[src/hdl/sssb_pkg.sv]
// Shared types, constants and the digit pattern table of the segment display driver.
`timescale 1ns / 1ps
`default_nettype none

package sssb_pkg;

  typedef enum logic [1:0] {
    REQ_NUMBER  = 2'd0,
    REQ_GEAR    = 2'd1,
    REQ_BREATHE = 2'd2,
    REQ_TICK    = 2'd3
  } sssb_req_e;

  localparam int unsigned NumPos    = 3;
  localparam int unsigned IvW       = 9;
  localparam int unsigned LevelW    = 7;
  localparam logic [6:0]  DutyFull  = 7'd100;
  localparam logic [7:0]  HundMark  = 8'h0c;
  localparam logic [7:0]  NumMask0  = 8'hfc;
  localparam logic [7:0]  NumMask2  = 8'h0e;
  localparam logic [7:0]  GearBits  = 8'hc0;
  localparam logic [7:0]  RampBit   = 8'h02;
  // floor(x / 25) == (x * DivRecip) >> DivShift for every 13-bit x.
  localparam logic [15:0] DivRecip  = 16'd41944;
  localparam int unsigned DivShift  = 20;

  // Result of the per-item arithmetic on the value field.
  typedef struct packed {
    logic [7:0]     tens_pat;
    logic [7:0]     ones_pat;
    logic           hundreds;
    logic [IvW-1:0] interval;
  } sssb_calc_t;

  // One result transaction.
  typedef struct packed {
    logic [2:0] digit_enable;
    logic [5:0] segment_lines;
    logic [6:0] pwm_duty;
    logic       red_on;
    logic       yellow_on;
  } sssb_rsp_t;

  function automatic logic [7:0] digit_pattern(input logic [3:0] digit);
    logic [7:0] pat;
    case (digit)
      4'd0:    pat = 8'h7e;
      4'd1:    pat = 8'h0c;
      4'd2:    pat = 8'he6;
      4'd3:    pat = 8'hce;
      4'd4:    pat = 8'h9c;
      4'd5:    pat = 8'hda;
      4'd6:    pat = 8'hfa;
      4'd7:    pat = 8'h4c;
      4'd8:    pat = 8'hfe;
      4'd9:    pat = 8'hde;
      default: pat = 8'h00;
    endcase
    return pat;
  endfunction

endpackage

`default_nettype wire

[src/hdl/sssb_req_if.sv]
// Request channel: valid/ready handshake carrying request kind and value.
`timescale 1ns / 1ps
`default_nettype none

interface sssb_req_if;
  logic        valid;
  logic        ready;
  logic [1:0]  req_type;
  logic [15:0] value;

  modport source (output valid, output req_type, output value, input ready);
  modport sink   (input valid, input req_type, input value, output ready);
endinterface

`default_nettype wire

[src/hdl/sssb_rsp_if.sv]
// Result channel: valid/ready handshake carrying the display drive and lamp outputs.
`timescale 1ns / 1ps
`default_nettype none

interface sssb_rsp_if;
  logic       valid;
  logic       ready;
  logic [2:0] digit_enable;
  logic [5:0] segment_lines;
  logic [6:0] pwm_duty;
  logic       red_on;
  logic       yellow_on;

  modport source (output valid, output digit_enable, output segment_lines,
                  output pwm_duty, output red_on, output yellow_on, input ready);
  modport sink   (input valid, input digit_enable, input segment_lines,
                  input pwm_duty, input red_on, input yellow_on, output ready);
endinterface

`default_nettype wire

[src/hdl/sssb_calc.sv]
// Value arithmetic: digit split of a number and breathe interval from a period.
`timescale 1ns / 1ps
`default_nettype none

module sssb_calc (
  input  wire logic [15:0]         value_i,
  output sssb_pkg::sssb_calc_t     calc_o
);
  import sssb_pkg::*;

  logic [7:0]  num;
  logic [15:0] q_prod;
  logic [4:0]  q10;
  logic [7:0]  q10_times;
  logic [3:0]  ones;
  logic [3:0]  tens;
  logic [12:0] per8;
  logic [28:0] iv_prod;
  logic [IvW-1:0] iv_raw;

  always_comb begin
    num       = value_i[7:0];
    // n / 10 for n < 256 by reciprocal multiplication.
    q_prod    = 16'(num) * 16'd205;
    q10       = q_prod[15:11];
    q10_times = 8'(q10) * 8'd10;
    ones      = 4'(num - q10_times);
    if (q10 >= 5'd20) begin
      tens = 4'(q10 - 5'd20);
    end else if (q10 >= 5'd10) begin
      tens = 4'(q10 - 5'd10);
    end else begin
      tens = q10[3:0];
    end

    // period / 200 is (period / 8) / 25.
    per8    = value_i[15:3];
    iv_prod = 29'(per8) * 29'(DivRecip);
    iv_raw  = iv_prod[DivShift +: IvW];

    calc_o.tens_pat = digit_pattern(tens);
    calc_o.ones_pat = digit_pattern(ones);
    calc_o.hundreds = (num >= 8'd100);
    calc_o.interval = (iv_raw == '0) ? IvW'(1) : iv_raw;
  end

endmodule

`default_nettype wire

[src/hdl/sssb_state.sv]
// Display, lamp, ramp and scan state with its per-transaction update.
`timescale 1ns / 1ps
`default_nettype none

module sssb_state #(
  parameter int unsigned REFRESH_MS = 5
) (
  input  wire logic                 clk_i,
  input  wire logic                 rst_ni,
  input  wire logic                 fire_i,
  input  wire logic [1:0]           req_type_i,
  input  wire logic [15:0]          value_i,
  input  wire sssb_pkg::sssb_calc_t calc_i,
  output sssb_pkg::sssb_rsp_t       rsp_o
);
  import sssb_pkg::*;

  localparam int unsigned RefW = (REFRESH_MS > 1) ? $clog2(REFRESH_MS) : 1;
  localparam logic [RefW:0] RefreshLast = (RefW + 1)'(REFRESH_MS);

  logic [7:0]        db_q [NumPos];
  logic [7:0]        db_d [NumPos];
  logic [1:0]        pos_q, pos_d;
  logic [RefW-1:0]   ref_cnt_q, ref_cnt_d;
  logic [7:0]        step_q, step_d;
  logic [LevelW-1:0] level_q, level_d;
  logic [IvW-1:0]    interval_q, interval_d;
  logic [IvW-1:0]    ramp_cnt_q, ramp_cnt_d;
  logic              running_q, running_d;
  logic [1:0]        lamps_q, lamps_d;
  logic [2:0]        dig_q, dig_d;
  logic [5:0]        seg_q, seg_d;
  logic [6:0]        duty_q, duty_d;
  logic [7:0]        step_inc;
  logic [7:0]        cur_byte;

  always_comb begin
    for (int i = 0; i < NumPos; i++) begin
      db_d[i] = db_q[i];
    end
    pos_d      = pos_q;
    ref_cnt_d  = ref_cnt_q;
    step_d     = step_q;
    level_d    = level_q;
    interval_d = interval_q;
    ramp_cnt_d = ramp_cnt_q;
    running_d  = running_q;
    lamps_d    = lamps_q;
    dig_d      = dig_q;
    seg_d      = seg_q;
    duty_d     = duty_q;
    step_inc   = step_q + 8'd1;
    cur_byte   = 8'h00;

    case (sssb_req_e'(req_type_i))
      REQ_NUMBER: begin
        db_d[0] = (db_q[0] & ~NumMask0) | (calc_i.hundreds ? HundMark : 8'h00)
                  | (calc_i.tens_pat & 8'hf0);
        db_d[1] = (calc_i.tens_pat & 8'h0f) | (calc_i.ones_pat & 8'hf0);
        db_d[2] = (db_q[2] & ~NumMask2) | (calc_i.ones_pat & 8'h0f);
      end
      REQ_GEAR: begin
        // Gears above three leave everything as it is.
        if (value_i[15:2] == '0) begin
          case (value_i[1:0])
            2'd3:    lamps_d = 2'b01;
            2'd2:    lamps_d = 2'b10;
            default: lamps_d = 2'b00;
          endcase
          if (value_i[1:0] == 2'd1) begin
            db_d[2] = db_q[2] | GearBits;
          end else begin
            db_d[2] = db_q[2] & ~GearBits;
          end
        end
      end
      REQ_BREATHE: begin
        if (value_i != '0) begin
          interval_d = calc_i.interval;
          ramp_cnt_d = calc_i.interval;
          running_d  = 1'b1;
          db_d[0]    = db_q[0] | RampBit;
        end else begin
          running_d  = 1'b0;
          db_d[0]    = db_q[0] & ~RampBit;
        end
      end
      REQ_TICK: begin
        // The ramp moves first so that a refresh on the same tick sees the new level.
        if (running_q) begin
          if (ramp_cnt_q <= IvW'(1)) begin
            ramp_cnt_d = interval_q;
            step_d     = step_inc;
            if (step_inc > 8'd0 && step_inc < 8'd100) begin
              level_d = step_inc[LevelW-1:0];
            end else if (step_inc >= 8'd100 && step_inc < 8'd200) begin
              level_d = LevelW'(8'd200 - step_inc);
            end else if (step_inc == 8'd200) begin
              step_d  = 8'd0;
              level_d = '0;
            end
          end else begin
            ramp_cnt_d = ramp_cnt_q - IvW'(1);
          end
        end

        if ((RefW + 1)'(ref_cnt_q) + (RefW + 1)'(1) >= RefreshLast) begin
          ref_cnt_d = '0;
          pos_d     = (pos_q >= 2'd2) ? 2'd0 : pos_q + 2'd1;
          case (pos_d)
            2'd1:    cur_byte = db_q[1];
            2'd2:    cur_byte = db_q[2];
            default: cur_byte = db_q[0];
          endcase
          dig_d = 3'(3'b001 << pos_d);
          seg_d = ~cur_byte[7:2];
          if (cur_byte[1]) begin
            duty_d = (pos_d == 2'd0) ? level_d : 7'd0;
          end else begin
            duty_d = DutyFull;
          end
        end else begin
          ref_cnt_d = ref_cnt_q + RefW'(1);
        end
      end
      default: ;
    endcase

    rsp_o.digit_enable  = dig_d;
    rsp_o.segment_lines = seg_d;
    rsp_o.pwm_duty      = duty_d;
    rsp_o.red_on        = lamps_d[0];
    rsp_o.yellow_on     = lamps_d[1];
  end

  always_ff @(posedge clk_i or negedge rst_ni) begin
    if (!rst_ni) begin
      for (int i = 0; i < NumPos; i++) begin
        db_q[i] <= 8'h00;
      end
      pos_q      <= '0;
      ref_cnt_q  <= '0;
      step_q     <= '0;
      level_q    <= '0;
      interval_q <= '0;
      ramp_cnt_q <= '0;
      running_q  <= 1'b0;
      lamps_q    <= '0;
      dig_q      <= '0;
      seg_q      <= '0;
      duty_q     <= '0;
    end else if (fire_i) begin
      for (int i = 0; i < NumPos; i++) begin
        db_q[i] <= db_d[i];
      end
      pos_q      <= pos_d;
      ref_cnt_q  <= ref_cnt_d;
      step_q     <= step_d;
      level_q    <= level_d;
      interval_q <= interval_d;
      ramp_cnt_q <= ramp_cnt_d;
      running_q  <= running_d;
      lamps_q    <= lamps_d;
      dig_q      <= dig_d;
      seg_q      <= seg_d;
      duty_q     <= duty_d;
    end
  end

endmodule

`default_nettype wire

[src/hdl/seven_segment_scan_with_breathing_led_top.sv]
// Top level of the three-position scanned segment display driver with breathing indicator.
`timescale 1ns / 1ps
`default_nettype none

// Each request transaction (number write, gear write, breathe write or 1 ms tick)
// produces exactly one result transaction carrying the latched digit enable,
// active-low segment lines, indicator PWM duty and the red/yellow lamp drives.
// A request is captured in an input register and processed from it into the result
// register whenever that register is free, and one request can be
// accepted every cycle; the result register decouples the two sides, and
// throughput drops only while the result side holds ready low. The scan position
// advances every REFRESH_MS ticks (1 to 100), and a breathe period P ms steps the
// triangle duty every max(1, P / 200) ticks.
module seven_segment_scan_with_breathing_led_top #(
  parameter int unsigned REFRESH_MS = 5
) (
  input  wire logic clk_i,
  input  wire logic rst_ni,
  sssb_req_if.sink  req_i,
  sssb_rsp_if.source rsp_o
);
  import sssb_pkg::*;

  logic        in_vld_q;
  logic [1:0]  in_type_q;
  logic [15:0] in_value_q;
  logic        out_vld_q;
  sssb_rsp_t   out_q;
  sssb_rsp_t   rsp_next;
  sssb_calc_t  calc;
  logic        out_free;
  logic        fire;

  assign out_free    = !out_vld_q || rsp_o.ready;
  assign fire        = in_vld_q && out_free;
  assign req_i.ready = !in_vld_q || out_free;

  always_ff @(posedge clk_i or negedge rst_ni) begin
    if (!rst_ni) begin
      in_vld_q <= 1'b0;
    end else if (req_i.ready) begin
      in_vld_q <= req_i.valid;
    end
  end

  always_ff @(posedge clk_i) begin
    if (req_i.ready && req_i.valid) begin
      in_type_q  <= req_i.req_type;
      in_value_q <= req_i.value;
    end
  end

  sssb_calc u_calc (
    .value_i (in_value_q),
    .calc_o  (calc)
  );

  sssb_state #(
    .REFRESH_MS (REFRESH_MS)
  ) u_state (
    .clk_i      (clk_i),
    .rst_ni     (rst_ni),
    .fire_i     (fire),
    .req_type_i (in_type_q),
    .value_i    (in_value_q),
    .calc_i     (calc),
    .rsp_o      (rsp_next)
  );

  always_ff @(posedge clk_i or negedge rst_ni) begin
    if (!rst_ni) begin
      out_vld_q <= 1'b0;
    end else if (out_free) begin
      out_vld_q <= in_vld_q;
    end
  end

  always_ff @(posedge clk_i) begin
    if (fire) begin
      out_q <= rsp_next;
    end
  end

  assign rsp_o.valid         = out_vld_q;
  assign rsp_o.digit_enable  = out_q.digit_enable;
  assign rsp_o.segment_lines = out_q.segment_lines;
  assign rsp_o.pwm_duty      = out_q.pwm_duty;
  assign rsp_o.red_on        = out_q.red_on;
  assign rsp_o.yellow_on     = out_q.yellow_on;

endmodule

`default_nettype wire

[src/flat_wrapper.sv]
// flat-port wrapper written by rule: the top's interface ports become plain ports
module seven_segment_scan_with_breathing_led_top_flat import sssb_pkg::*;
#(
  parameter int unsigned REFRESH_MS = 5
)
  (clk_i, rst_ni, req_i_valid, req_i_req_type, req_i_value, req_i_ready, rsp_o_valid, rsp_o_digit_enable, rsp_o_segment_lines, rsp_o_pwm_duty, rsp_o_red_on, rsp_o_yellow_on, rsp_o_ready);
  sssb_req_if req_i_i ();
  sssb_rsp_if rsp_o_i ();
  input  wire logic clk_i;
  input  wire logic rst_ni;
  input wire logic [$bits(req_i_i.valid)-1:0] req_i_valid;
  input wire logic [$bits(req_i_i.req_type)-1:0] req_i_req_type;
  input wire logic [$bits(req_i_i.value)-1:0] req_i_value;
  output wire logic [$bits(req_i_i.ready)-1:0] req_i_ready;
  output wire logic [$bits(rsp_o_i.valid)-1:0] rsp_o_valid;
  output wire logic [$bits(rsp_o_i.digit_enable)-1:0] rsp_o_digit_enable;
  output wire logic [$bits(rsp_o_i.segment_lines)-1:0] rsp_o_segment_lines;
  output wire logic [$bits(rsp_o_i.pwm_duty)-1:0] rsp_o_pwm_duty;
  output wire logic [$bits(rsp_o_i.red_on)-1:0] rsp_o_red_on;
  output wire logic [$bits(rsp_o_i.yellow_on)-1:0] rsp_o_yellow_on;
  input wire logic [$bits(rsp_o_i.ready)-1:0] rsp_o_ready;
  assign req_i_i.valid = req_i_valid;
  assign req_i_i.req_type = req_i_req_type;
  assign req_i_i.value = req_i_value;
  assign req_i_ready = req_i_i.ready;
  assign rsp_o_valid = rsp_o_i.valid;
  assign rsp_o_digit_enable = rsp_o_i.digit_enable;
  assign rsp_o_segment_lines = rsp_o_i.segment_lines;
  assign rsp_o_pwm_duty = rsp_o_i.pwm_duty;
  assign rsp_o_red_on = rsp_o_i.red_on;
  assign rsp_o_yellow_on = rsp_o_i.yellow_on;
  assign rsp_o_i.ready = rsp_o_ready;
  seven_segment_scan_with_breathing_led_top #(.REFRESH_MS(REFRESH_MS)) u_core (.clk_i(clk_i), .rst_ni(rst_ni), .req_i(req_i_i), .rsp_o(rsp_o_i));
endmodule
[config.mk]
export PLATFORM = sky130hd
export DESIGN_NAME = seven_segment_scan_with_breathing_led_top_flat
export DESIGN_NICKNAME = d
export VERILOG_FILES = /design/src/hdl/sssb_pkg.sv /design/src/hdl/sssb_req_if.sv /design/src/hdl/sssb_rsp_if.sv /design/src/hdl/sssb_calc.sv /design/src/hdl/sssb_state.sv /design/src/hdl/seven_segment_scan_with_breathing_led_top.sv /design/src/flat_wrapper.sv
export SDC_FILE = /design/constraint.sdc
export NUM_CORES = 1
export LEC_CHECK = 0
export BUFFER_PORTS_ARGS = -buffer_cell sky130_fd_sc_hd__buf_2
export CORE_UTILIZATION = 64
export DETAILED_ROUTE_END_ITERATION = 6
export PLACE_DENSITY = 0.82
export SYNTH_ARGS = -nofsm -noshare
export SYNTH_HDL_FRONTEND = slang
export SYNTH_HIERARCHICAL = 1
export SYNTH_SLANG_ARGS = --single-unit
[constraint.sdc]
create_clock -name clk_i -period 8.2 [get_ports clk_i]
set_clock_uncertainty 0.05 [all_clocks]
set_input_delay 2.46 -clock clk_i [delete_from_list [all_inputs] [get_ports clk_i]]
set_output_delay 2.46 -clock clk_i [all_outputs]
set_load 0.01 [all_outputs]
# [Word-level counts from Yosys, hierarchy flattened]
# Memories as Yosys holds them, arrays and structs flattened.
# Index checks and enable logic that the tools add are counted.
[op_classes] n_mul=3 bitwise=7 order_cmp=10 n_reduce_logical=27 n_eq_ne=12 mux=38 addsub=9 n_shift=1
[op_table] op="7-bit two-way mux" n=9
[op_table] op="8-bit two-way mux" n=7
[op_table] op="8-bit case mux with 2 select lines" n=3
[op_table] op="9-bit two-way mux" n=4
[op_table] op="13-bit by 13-bit multiplier with 26-bit output (second input constant)" n=1
[op_table] op="9-bit case mux with 2 select lines" n=1
[op_table] op="8-bit by 7-bit >= comparator with 1-bit output (second input constant)" n=2
[op_table] op="8-bit by 8-bit multiplier with 16-bit output (second input constant)" n=1
[op_table] op="4-bit by 8-bit OR with 8-bit output" n=2
[op_table] op="16-bit nonzero test" n=1
[op_table] op="3-bit AND reduction" n=5
[op_table] op="14-bit zero test" n=1
[op_table] op="4-bit two-way mux" n=3
[op_table] op="6-bit two-way mux" n=2
[op_table] op="2-bit == test (second input constant)" n=5
[op_table] op="9-bit by 1-bit <= comparator with 1-bit output (second input constant)" n=1
[op_table] op="9-bit zero test" n=1
[op_table] op="3-bit two-way mux" n=3
[op_table] op="9-bit by 1-bit subtractor with 9-bit output (second input constant)" n=1
[op_table] op="8-bit by 1-bit adder with 8-bit output (second input constant)" n=1
[op_table] op="8-bit == test (second input constant)" n=1
[op_table] op="8-bit by 1-bit greater-than comparator with 1-bit output (second input constant)" n=1
[op_table] op="8-bit by 7-bit < comparator with 1-bit output (second input constant)" n=1
[op_table] op="8-bit < comparator (second input constant)" n=1
[op_table] op="29 further kinds" n=49
[totals] input_bits=22 romBits=224 word_cells=134 memories=2 out_inout_bits=20 regBits=119
[memory_table] name="(name not given)" words=16 width=7 rd=1 rd_ports_with_merged_regs=0 wr=0 line_no="sssb_pkg.sv:46" text="case (digit)"
[memory_table] name="(name not given)" words=16 width=7 rd=1 rd_ports_with_merged_regs=0 wr=0 line_no="sssb_pkg.sv:46"

# [Longest topological paths before layout]
# Gate-level depths: netlist of the first run.
[depth] word_depth=11 mapped_depth=24 depth_no_buf=24

# [Modules after synthesis]
# Netlist of the first run, hierarchy kept.
[by_module_without_submodules] module="sssb_calc" instances=1 cells_each=520 seq_area_each_um2=0.0 area_each_um2=4946.0
[by_module_without_submodules] module="sssb_state" instances=1 cells_each=533 seq_area_each_um2=1826.8 area_each_um2=4645.7
[by_module_without_submodules] module="seven_segment_scan_with_breathing_led_top" instances=1 cells_each=44 seq_area_each_um2=1131.1 area_each_um2=1184.9

# [Worst setup path after synthesis of the first run]
# No wires, ideal clock.
[synth_timing] kind="register to register" start="register u_core.in_value_q[6]" end="register u_core/u_state/db_q[9] (netlist name)" path_slack_ns=2.258 arrival_time_ns=5.827 setup_time_ns=0.065 period_less_slack_ns=5.942 path_buffers=0 path_stages_with_launch=23 required_ns=8.085 path_cell_list="edfxtp_1 -> ha_1 -> inv_1 -> fa_1 -> inv_1 -> fa_1 -> inv_1 -> fa_1 -> inv_1 -> ha_1 -> a21o_1 -> a2111oi_4 -> a21o_2 -> mux2_1 -> and2_1 -> ha_1 -> a32oi_1 -> mux2i_1 -> xnor2_1 -> ha_1 -> o21ai_0 -> o311a_1 -> mux2_2"
[synth_lines] element="start, declared" line_no="seven_segment_scan_with_breathing_led_top.sv:26" text="logic [15:0] in_value_q;"
[synth_lines] element="start signal, assigned" line_no="seven_segment_scan_with_breathing_led_top.sv:49" text="in_value_q <= req_i.value;"
[synth_lines] element="end signal, assigned by index" line_no="sssb_state.sv:154" text="db_q[i] <= db_d[i];"
[synth_lines] element="end, declared" line_no="sssb_state.sv:21" text="logic [7:0] db_q [NumPos];"

==> flow_summary.ini, run 1 <==
[drt]
route.detailed.vias_per_inst = 6.11
routed-via-count = 8157
drt-wirelength-per-cell_microns = 17.2
number_of_antenna_violating_nets_in_the_routed_design = 0
post-route-drc-count = 0
detail_route.iter0.violations = 554
drt_pre_antenna_iters = 6
drt-total-wl_microns = 23000

[hold_path]
hold_path.startpoint = u_core/u_state/dig_q[0]
hold_class = reg2reg
min_delay_path_depth = 2

[cells_and_area]
layout_fillers = 1223
insertedDiodeCount = 0
layout_common_cells = sky130_fd_sc_hd__ha_1, sky130_fd_sc_hd__inv_1, sky130_fd_sc_hd__nand2_1
finish.net_count = 1356
cell_area_after_layout_sq_um = 11400
layout-area-overhead-vs-synth_pct = 5.77
layout.cells.most_common = sky130_fd_sc_hd__ha_1
layout_cell_share_with_drive_strength_beyond_1_pct = 10.9

[timing]
worst_slew_margin_rel_pct = 36.6
finalSetupViolations = 0
max_freq_mhz = 153
final_hold_vios = 0
fin_crit_ps = 6550
unrepaired_setup_endpoints_after_global_routing = no
fin_hold_ws_ps = 444
worstMarginPinSlew_ps = 947
drv_slew = 0
fin_tns_setup_ps = 0
final.period_utilization_pct = 79.9

[yosys]
syn_avg_cell_area_sq_um = 9.83
synth_fp_nets = 1340
post_synth_instance_area_sq_um = 10800
synthesis.instances = 1094
synthesis.yosys.warnings = 6

[flow_run]
max_cap_viol_count = 0

[placed_design]
dpl_cell_area_sq_um = 11100
detailedPlacementHpwl_microns = 17700
io_buffer_count = 41
place_congestion = 0.919

[global_route]
grt_max_degree = 76
antenna_found_initial = 0
globalRoute.totalOverflow = 0
via_count_of_the_first_global_routing_pass = 8229
grt_first_pass_wirelength_microns = 39700
globalRouteTotalUtil_pct = 28.5

[worst_setup_path]
required_time_of_the_worst_setup_path_ps = 8410
critical_path_class = reg2reg
path_max_fanout = 11
worstRegToRegCells = 22
setup.worst_path.end_class = flip-flop
rrSetupSlack_ps = 1650
worst_path_max_delay_cell = sky130_fd_sc_hd__edfxtp_1
critical-path-max-stage-delay_ps = 600
timing.critical_path.cells = ha_1 > inv_1 > fa_1 > inv_1 > fa_1 > inv_1 > fa_1 > inv_1 > ha_1 > and3_1 > a2111oi_0 > a221o_1 > nor2_2 > ha_1 > fa_1 > xnor2_1 > xnor2_1 > xnor2_1 > nor2_1 > o21ai_0 > o21ai_0 > mux2_2
worstReg2RegEnd = u_core/u_state/db_q[1]
cp-startpoint = u_core/in_value_q[6]
critical_path.reg2reg.startpoint = u_core/in_value_q[6]
worstPathArrival_ps = 6760
setup.worst_path.end = u_core/u_state/db_q[1]
worst_setup_path_start_kind = flip-flop

[clocking]
cts_max_path_buffers = 2
tritoncts_clock_tree = built
post_cts_hold_buffer_count = 0
cts.sinks = 111
cts_htree_levels = 3
cts.repair.resized = 0
postCtsSetupRepairBufs = 0
num_cts_buffers = 9
cts-root-buf = sky130_fd_sc_hd__clkbuf_16
clk_latency_ps = 370
clkTransAtPathRegs_ps = 80

[power_and_ir_drop]
power.density_cell_area_nw_per_um2 = 317
total_power_uw = 3610
ir_drop_mv = 0.389
power_leakage_uw = 0.00523

[floorplanning]
io-pin-count = 42
dieArea_sq_um = 17300
core_area_sq_um = 16500
rows = 47
dieHeight_microns = 132
fp.dieW_microns = 132
initial_utilization_pct = 65.1

[outcome]
result_of_the_run = complete, no violations
## layer usage
layer | up-vias | track usage, % | part of all wire, %
met3 | 49 | 3.59 | 4.3
li1 | 3906 | - | -
met2 | 245 | 46.3 | 48
met1 | 3957 | 38.6 | 45
met5 | - | 0 | 0
met4 | 0 | 11.8 | 2.5
## power breakdown
| group | switching (uW) | internal [uW] | total [uW] |
|---|---|---|---|
| clock | 234 | 216 | 450 |
| sequential | 123 | 726 | 848 |
| combinational | 1320 | 992 | 2310 |
| total | 1670 | 1930 | 3610 |
## worst min path at each step
stage	end	slack, ps
floorplan	u_core/u_state/dig_q[0]	400
global placement	u_core/u_state/seg_q[1]	410
detailed placement	u_core/u_state/dig_q[0]	420
CTS	u_core/u_state/dig_q[0]	440
global route	u_core/u_state/seg_q[3]	480
finish	u_core/u_state/dig_q[0]	440
## layout make-up
type | instances | area (sq um) | share of cell area, %
Multi-Input combinational cell | 806 | 7090 | 62.3
Sequential cell | 111 | 2960 | 26.0
Inverter | 138 | 518 | 4.55
Tap cell | 220 | 275 | 2.42
Timing Repair Buffer | 44 | 230 | 2.02
Clock buffer | 9 | 225 | 1.98
Clock inverter | 7 | 77.6 | 0.682
## per-stage QoR
| step | std cells | worst slack [ps] | utilization, % |
|---|---|---|---|
| final | 1335 | 1650 | 68.9 |
| after global routing | 1335 | 1180 | 68.9 |
| after CTS | 1335 | 1730 | 68.9 |
| after detailed placement | 1319 | 1750 | 67.0 |
| after global placement | 1319 | 1960 | 67.0 |
| after floorplan | 1094 | 2260 | - |
## sequential cells by signal, summed over array words and instances (netlist names), 6 cells and up
signal and flops:
u_core/in_value_q 16, u_core/rsp_o.pwm_duty 7, u_core/rsp_o.segment_lines 6, u_core/u_state/db_q 16
u_core/u_state/duty_q 7, u_core/u_state/interval_q 9, u_core/u_state/level_q 7, u_core/u_state/ramp_cnt_q 9
u_core/u_state/seg_q 6, u_core/u_state/step_q 8
## worst max-delay path: cells and delay by family (launching register included)
family | cells | cell delay (ps)
flops | 1 | 600
buf+inv | 4 | 200
fa+ha+maj | 7 | 2860
simple gates | 3 | 430
compound gates | 4 | 1080
mux | 1 | 270
xor+xnor | 3 | 960
No activity file was read; power rests on OpenSTA's default activity.
==> run 2: changes to the inputs <==
CORE_UTILIZATION = 58   (was 64)
PLACE_DENSITY = 0.78   (was 0.82)
clock period = 5.6 ns   (was 8.2 ns; I/O delays follow)
==> flow_summary.ini, run 2 (same netlist as run 1, synthesis figures left out) <==
[placed_design]
place_congestion = 0.924
io_buffer_count = 41
dpl_cell_area_sq_um = 11500
post-place-ws_ps = -146
detailedPlacementHpwl_microns = 18600

[timing]
fin_crit_ps = 5790
fin_tns_setup_ps = -527
finalSetupViolations = 10
max_freq_mhz = 173
final_hold_vios = 0
worst_slew_margin_rel_pct = 35.0
final.period_utilization_pct = 103
worstMarginPinSlew_ps = 951
unrepaired_setup_endpoints_after_global_routing = yes
worst_slack_ps = -186
drv_slew = 0

[hold_path]
hold_path.startpoint = u_core/u_state/dig_q[1]
min_delay_worst_endpoint = u_core/u_state/dig_q[1]
hold_class = reg2reg
min_delay_path_depth = 2

[floorplanning]
dieHeight_microns = 138
io-pin-count = 42
dieArea_sq_um = 19100
rows = 49
initial_utilization_pct = 59.5
fp.dieW_microns = 138
core_area_sq_um = 18100

[power_and_ir_drop]
ir_drop_mv = 0.526
power.density_cell_area_nw_per_um2 = 546
total_power_uw = 6900
power_leakage_uw = 0.00575

[cells_and_area]
layout.cells.most_common = sky130_fd_sc_hd__ha_1
layout-area-overhead-vs-synth_pct = 17.6
layout_cell_share_with_drive_strength_beyond_1_pct = 22.9
multi_input_comb_area_sq_um = 7650
finish.net_count = 1438
largest_registers = u_core/in_value_q (16), u_core/u_state/db_q (16)
cell_area_after_layout_sq_um = 12600
layout_common_cells = sky130_fd_sc_hd__ha_1, sky130_fd_sc_hd__inv_1, sky130_fd_sc_hd__nand2_1
insertedDiodeCount = 0
layout_fillers = 1259
layout.area.seq_sq_um = 2960
post-route-util_pct = 69.9

[drt]
drt_pre_antenna_iters = 5
drt-wirelength-per-cell_microns = 19.3
drt-total-wl_microns = 27500
detail_route.iter0.violations = 739
routed-via-count = 8835
route.detailed.vias_per_inst = 6.20
post-route-drc-count = 0
number_of_antenna_violating_nets_in_the_routed_design = 0

[flow_run]
max_cap_viol_count = 0

[worst_setup_path]
critical_path.reg2reg.startpoint = u_core/in_value_q[9]
path_max_fanout = 4
critical-path-max-stage-delay_ps = 580
required_time_of_the_worst_setup_path_ps = 5860
worstReg2RegEnd = u_core/u_state/ramp_cnt_q[0]
rrSetupSlack_ps = -190
critical_path_class = reg2reg
worstPathArrival_ps = 6050
worst_setup_path_start_kind = flip-flop
setup.worst_path.end_class = flip-flop
worst_path_max_delay_cell = sky130_fd_sc_hd__fa_1
worstRegToRegCells = 19
timing.critical_path.cells = buf_4 > ha_1 > fa_1 > fa_1 > ha_1 > fa_1 > ha_1 > o21ai_0 > a211oi_2 > o311ai_2 > nand4_1 > nand3_1 > a41oi_2 > or3_1 > a2111o_1 > o32ai_2 > nand2_1 > o31ai_2 > a22o_1

[global_route]
globalRoute.totalOverflow = 0
via_count_of_the_first_global_routing_pass = 8808
grt_first_pass_wirelength_microns = 43000
grt_max_degree = 76
globalRouteTotalUtil_pct = 28.1
antenna_found_initial = 0

[clocking]
cts_max_path_buffers = 2
cts-root-buf = sky130_fd_sc_hd__clkbuf_16
cts_htree_levels = 3
num_cts_buffers = 9
clkTransAtPathRegs_ps = 90
clk_latency_ps = 370
cts.sinks = 111
post_cts_hold_buffer_count = 0
tritoncts_clock_tree = built

[outcome]
violations_in_the_final_reports = setup timing
result_of_the_run = finished, violations left
[run 2: worst max-delay path by stage]
stage               slack [ps]                  start  depth (start not counted)                      endpoint
finish                    -190   u_core/in_value_q[9]                         19  u_core/u_state/ramp_cnt_q[0]
global route              -420  u_core/in_value_q[13]                         22  u_core/u_state/ramp_cnt_q[0]
CTS                          5  u_core/in_value_q[13]                         20  u_core/u_state/ramp_cnt_q[0]
detailed placement        -150  u_core/in_value_q[13]                         23  u_core/u_state/ramp_cnt_q[0]
global placement           -10  u_core/in_value_q[13]                         23  u_core/u_state/ramp_cnt_q[0]
floorplan                  -60   u_core/in_value_q[6]                         22        u_core/u_state/db_q[9]
[run 2: layout make-up]
cell class                 instances  area share [%]
clock buffer                       9            1.78
tap                              229            2.27
inverter                         138            4.10
clock inverter                     7           0.722
sequential                       111            23.4
timing repair buffer             126            7.25
multi-input combinational        806            60.5
[run 2: worst max-delay path: cells and delay by family (launching register included)]
kind | cells | cell delay (ps)
simple gates | 4 | 790
buf+inv | 1 | 190
flops | 1 | 510
fa+ha+maj | 6 | 2580
compound gates | 8 | 1620
[run 2: stage by stage]
step	cells	hold slack [ps]
finish	1426	441
global route	1426	462
CTS	1414	445
detailed placement	1378	422
global placement	1378	412
floorplan	1094	400
[run 2: what timing repair did]
item | 4_1_cts | 5_1_grt
pin swaps | 34 | 44
hold endpoints to repair | 0 | 0
setup buffers | 20 | 12
gates cloned | 0 | 0
resized for setup | 32 | 79
endpoints found under the setup margin | 4 | 19
[run 2: per-layer routing]
layer	wire, microns	GRT usage, %	vias to the layer above
li1	-	-	4064
met1	11300	35.4	4376
met2	13800	49.1	323
met3	1430	4.23	72
met4	981	10.8	0
met5	0	0	-
[run 2: power by group]
part	switching, uW	internal (uW)	total, uW
registers	171	1060	1230
logic	2590	2400	4980
clock network	361	325	686
total	3120	3780	6900
==> run 3: changes to the inputs <==
CORE_ASPECT_RATIO = 0.7   (was default)
PLACE_DENSITY = 0.79   (was 0.78)
SYNTH_HIERARCHICAL = default   (was 1)
==> flow_summary.ini, run 3 <==
[outcome]
result_of_the_run = complete, no violations

[drt]
drt-wirelength-per-cell_microns = 17.6
post-route-drc-count = 0
drt_pre_antenna_iters = 5
routed-via-count = 7905
drt-total-wl_microns = 23800
number_of_antenna_violating_nets_in_the_routed_design = 0
route.detailed.vias_per_inst = 5.85
detail_route.iter0.violations = 598

[worst_setup_path]
critical-path-max-stage-delay_ps = 530
path_max_fanout = 3
timing.critical_path.cells = buf_6 > inv_1 > ha_1 > inv_1 > fa_1 > inv_1 > fa_1 > ha_1 > ha_4 > a211o_1 > a21oi_4 > nand2_2 > a221oi_2 > xnor2_1 > inv_1 > ha_4 > a2111oi_4 > mux2i_1 > nor3b_4 > inv_2 > ha_4 > inv_1 > o31ai_2 > o22a_1
cp-startpoint = u_core.in_value_q[6]
required_time_of_the_worst_setup_path_ps = 5870
worst_path_max_delay_cell = sky130_fd_sc_hd__fa_1
timing.critical_path.mode_cell = sky130_fd_sc_hd__inv_1
critical_path_class = reg2reg
worst_setup_path_start_kind = flip-flop
setup.worst_path.end_class = flip-flop
worstPathArrival_ps = 5760
critical_path.reg2reg.startpoint = u_core.in_value_q[6]

[hold_path]
hold_path.startpoint = u_core.u_state.dig_q[1]
hold_class = reg2reg

[power_and_ir_drop]
total_power_uw = 6260
power_leakage_uw = 0.00569
power.density_cell_area_nw_per_um2 = 531
ir_drop_mv = 0.618

[floorplanning]
rows = 40
io-pin-count = 42
fp.dieW_microns = 161
dieArea_sq_um = 18200
dieHeight_microns = 113
initial_utilization_pct = 59.4
core_area_sq_um = 17200

[cells_and_area]
layout_fillers = 1274
multi_input_comb_area_sq_um = 7020
finalNonFillerCells = 1352
post-route-util_pct = 68.4
layout_cell_share_with_drive_strength_beyond_1_pct = 18.8
layout.area.seq_sq_um = 2960
largest_registers = u_core.u_state.db_q (17), u_core.in_value_q (16)
layout_common_cells = sky130_fd_sc_hd__ha_1, sky130_fd_sc_hd__inv_1, sky130_fd_sc_hd__nand2_1
top_register = u_core.u_state.db_q
finish.net_count = 1371
flip_flop_count_of_the_largest_register_after_layout = 17
insertedDiodeCount = 0
cell_area_after_layout_sq_um = 11800
layout.cells.most_common = sky130_fd_sc_hd__ha_1
layout-area-overhead-vs-synth_pct = 15.3

[placed_design]
dpl_cell_area_sq_um = 10900
io_buffer_count = 41
place_congestion = 0.913
detailedPlacementHpwl_microns = 17700
dp_cells = 1307

[timing]
max_freq_mhz = 182
drv_slew = 0
fin_hold_ws_ps = 433
fin_crit_ps = 5490
final_hold_vios = 0
finalSetupViolations = 0
worstMarginPinSlew_ps = 972
final.period_utilization_pct = 98.1
worst_slew_margin_rel_pct = 35.2
unrepaired_setup_endpoints_after_global_routing = yes

[global_route]
antenna_found_initial = 0
grt_max_degree = 76
via_count_of_the_first_global_routing_pass = 7714
globalRouteTotalUtil_pct = 26.6
grt_first_pass_wirelength_microns = 38300
globalRoute.totalOverflow = 0

[clocking]
post_cts_hold_buffer_count = 0
clkTransAtPathRegs_ps = 90
cts.sinks = 111
num_cts_buffers = 9
clk_latency_ps = 370
cts-root-buf = sky130_fd_sc_hd__clkbuf_16
cts_max_path_buffers = 2
tritoncts_clock_tree = built
cts_htree_levels = 3

[yosys]
top_cells_by_area_synth = sky130_fd_sc_hd__ha_1, sky130_fd_sc_hd__dfrtp_1, sky130_fd_sc_hd__fa_1
synthDistinctLibCells = 81
yosys_register_bits = 111
synthesis.instances = 1030
synth_flop_cell = sky130_fd_sc_hd__dfrtp_1
synthesis.yosys.warnings = 0
post_synth_instance_area_sq_um = 10200
synthTopCellsByCount = sky130_fd_sc_hd__ha_1, sky130_fd_sc_hd__inv_1, sky130_fd_sc_hd__nand2_1, sky130_fd_sc_hd__dfrtp_1, sky130_fd_sc_hd__nor2_1
synth_fp_nets = 1285
ys_seq_area_share_pct = 28.9
synth_top_area_share_pct = 20.1
asyncSetResetFlopFracSynth_pct = 67.6
count_of_flip_flops_with_a_built_in_enable_after_synthesis = 36
synthDominantAreaCellType = sky130_fd_sc_hd__ha_1
synth.most_common_cell = sky130_fd_sc_hd__ha_1
syn_avg_cell_area_sq_um = 9.92

[flow_run]
max_cap_viol_count = 0
[run 3: layout make-up]
cell class              count  area share [%]
inverters                 136            4.33
clock inverters             7           0.860
multi-input cells         755            59.6
repair buffers            103            5.78
well taps                 231            2.45
clock buffers               9            1.91
flip-flops and latches    111            25.1
[run 3: repair_timing]
item                       CTS  global route
resized for setup            2            59
setup buffers                8            20
pin swaps                    4            36
setup endpoints to repair    8            22
cloned                       0             1
[run 3: worst paths after layout]
| kind | endpoint | slack (ps) | cells after the start |
|---|---|---|---|
| hold / removal | u_core.u_state.dig_q[1] | 430 | 2 |
| setup reg to reg | u_core.u_state.db_q[21] | 110 | 24 |
| max in group asynchronous | u_core.u_state.seg_q[4] | 3460 | 1 |
| hold reg to reg | u_core.u_state.dig_q[1] | 430 | 2 |
| setup / recovery | u_core.u_state.db_q[21] | 110 | 24 |
| min in group asynchronous | u_core.u_state.ramp_cnt_q[6] | 1400 | 1 |
[run 3: power breakdown]
part | switching, uW | internal (uW) | total, uW
Clock | 365 | 331 | 696
Combinational | 2360 | 1980 | 4340
Sequential | 168 | 1060 | 1230
[run 3: metrics by stage]
step	setup WS (ps)	TNS, ps
after global placement	56.3	0
after floorplan	11.2	0
after global routing	-155	-1200
final	109	0
after detailed placement	-164	-430
after CTS	0.719	0
[run 3: kinds of logic after synthesis]
group | count (synthesis) | synth area share (%)
AOI/OAI and AO/OA | 221 | 14.5
xor gates and xnor gates | 33 | 3.11
adders and majority gates | 233 | 33.6
buffers and inverters | 165 | 6.16
DFF | 111 | 28.9
muxes | 21 | 2.25
and+or+nand+nor | 246 | 11.4
[run 3: metal layers]
| layer | up-vias | wire [microns] | GRT usage (%) | part of all wire (%) |
|---|---|---|---|---|
| met5 | - | 0 | 0 | 0 |
| met4 | 0 | 412 | 6.35 | 1.7 |
| met3 | 32 | 1390 | 4.62 | 5.9 |
| met2 | 243 | 10900 | 41.2 | 46 |
| met1 | 3874 | 11100 | 38.9 | 47 |
| li1 | 3756 | - | - | - |
[run 3: critical path: cells and delay by family (launching register included)]
family,cells,cell delay (ps)
buffers and inverters,7,600
AO/OA/AOI/OAI,6,1550
AND/OR/NAND/NOR,2,280
XOR/XNOR,1,170
multiplexers,1,140
flip-flops,1,390
adder cells (fa/ha/maj),7,2250
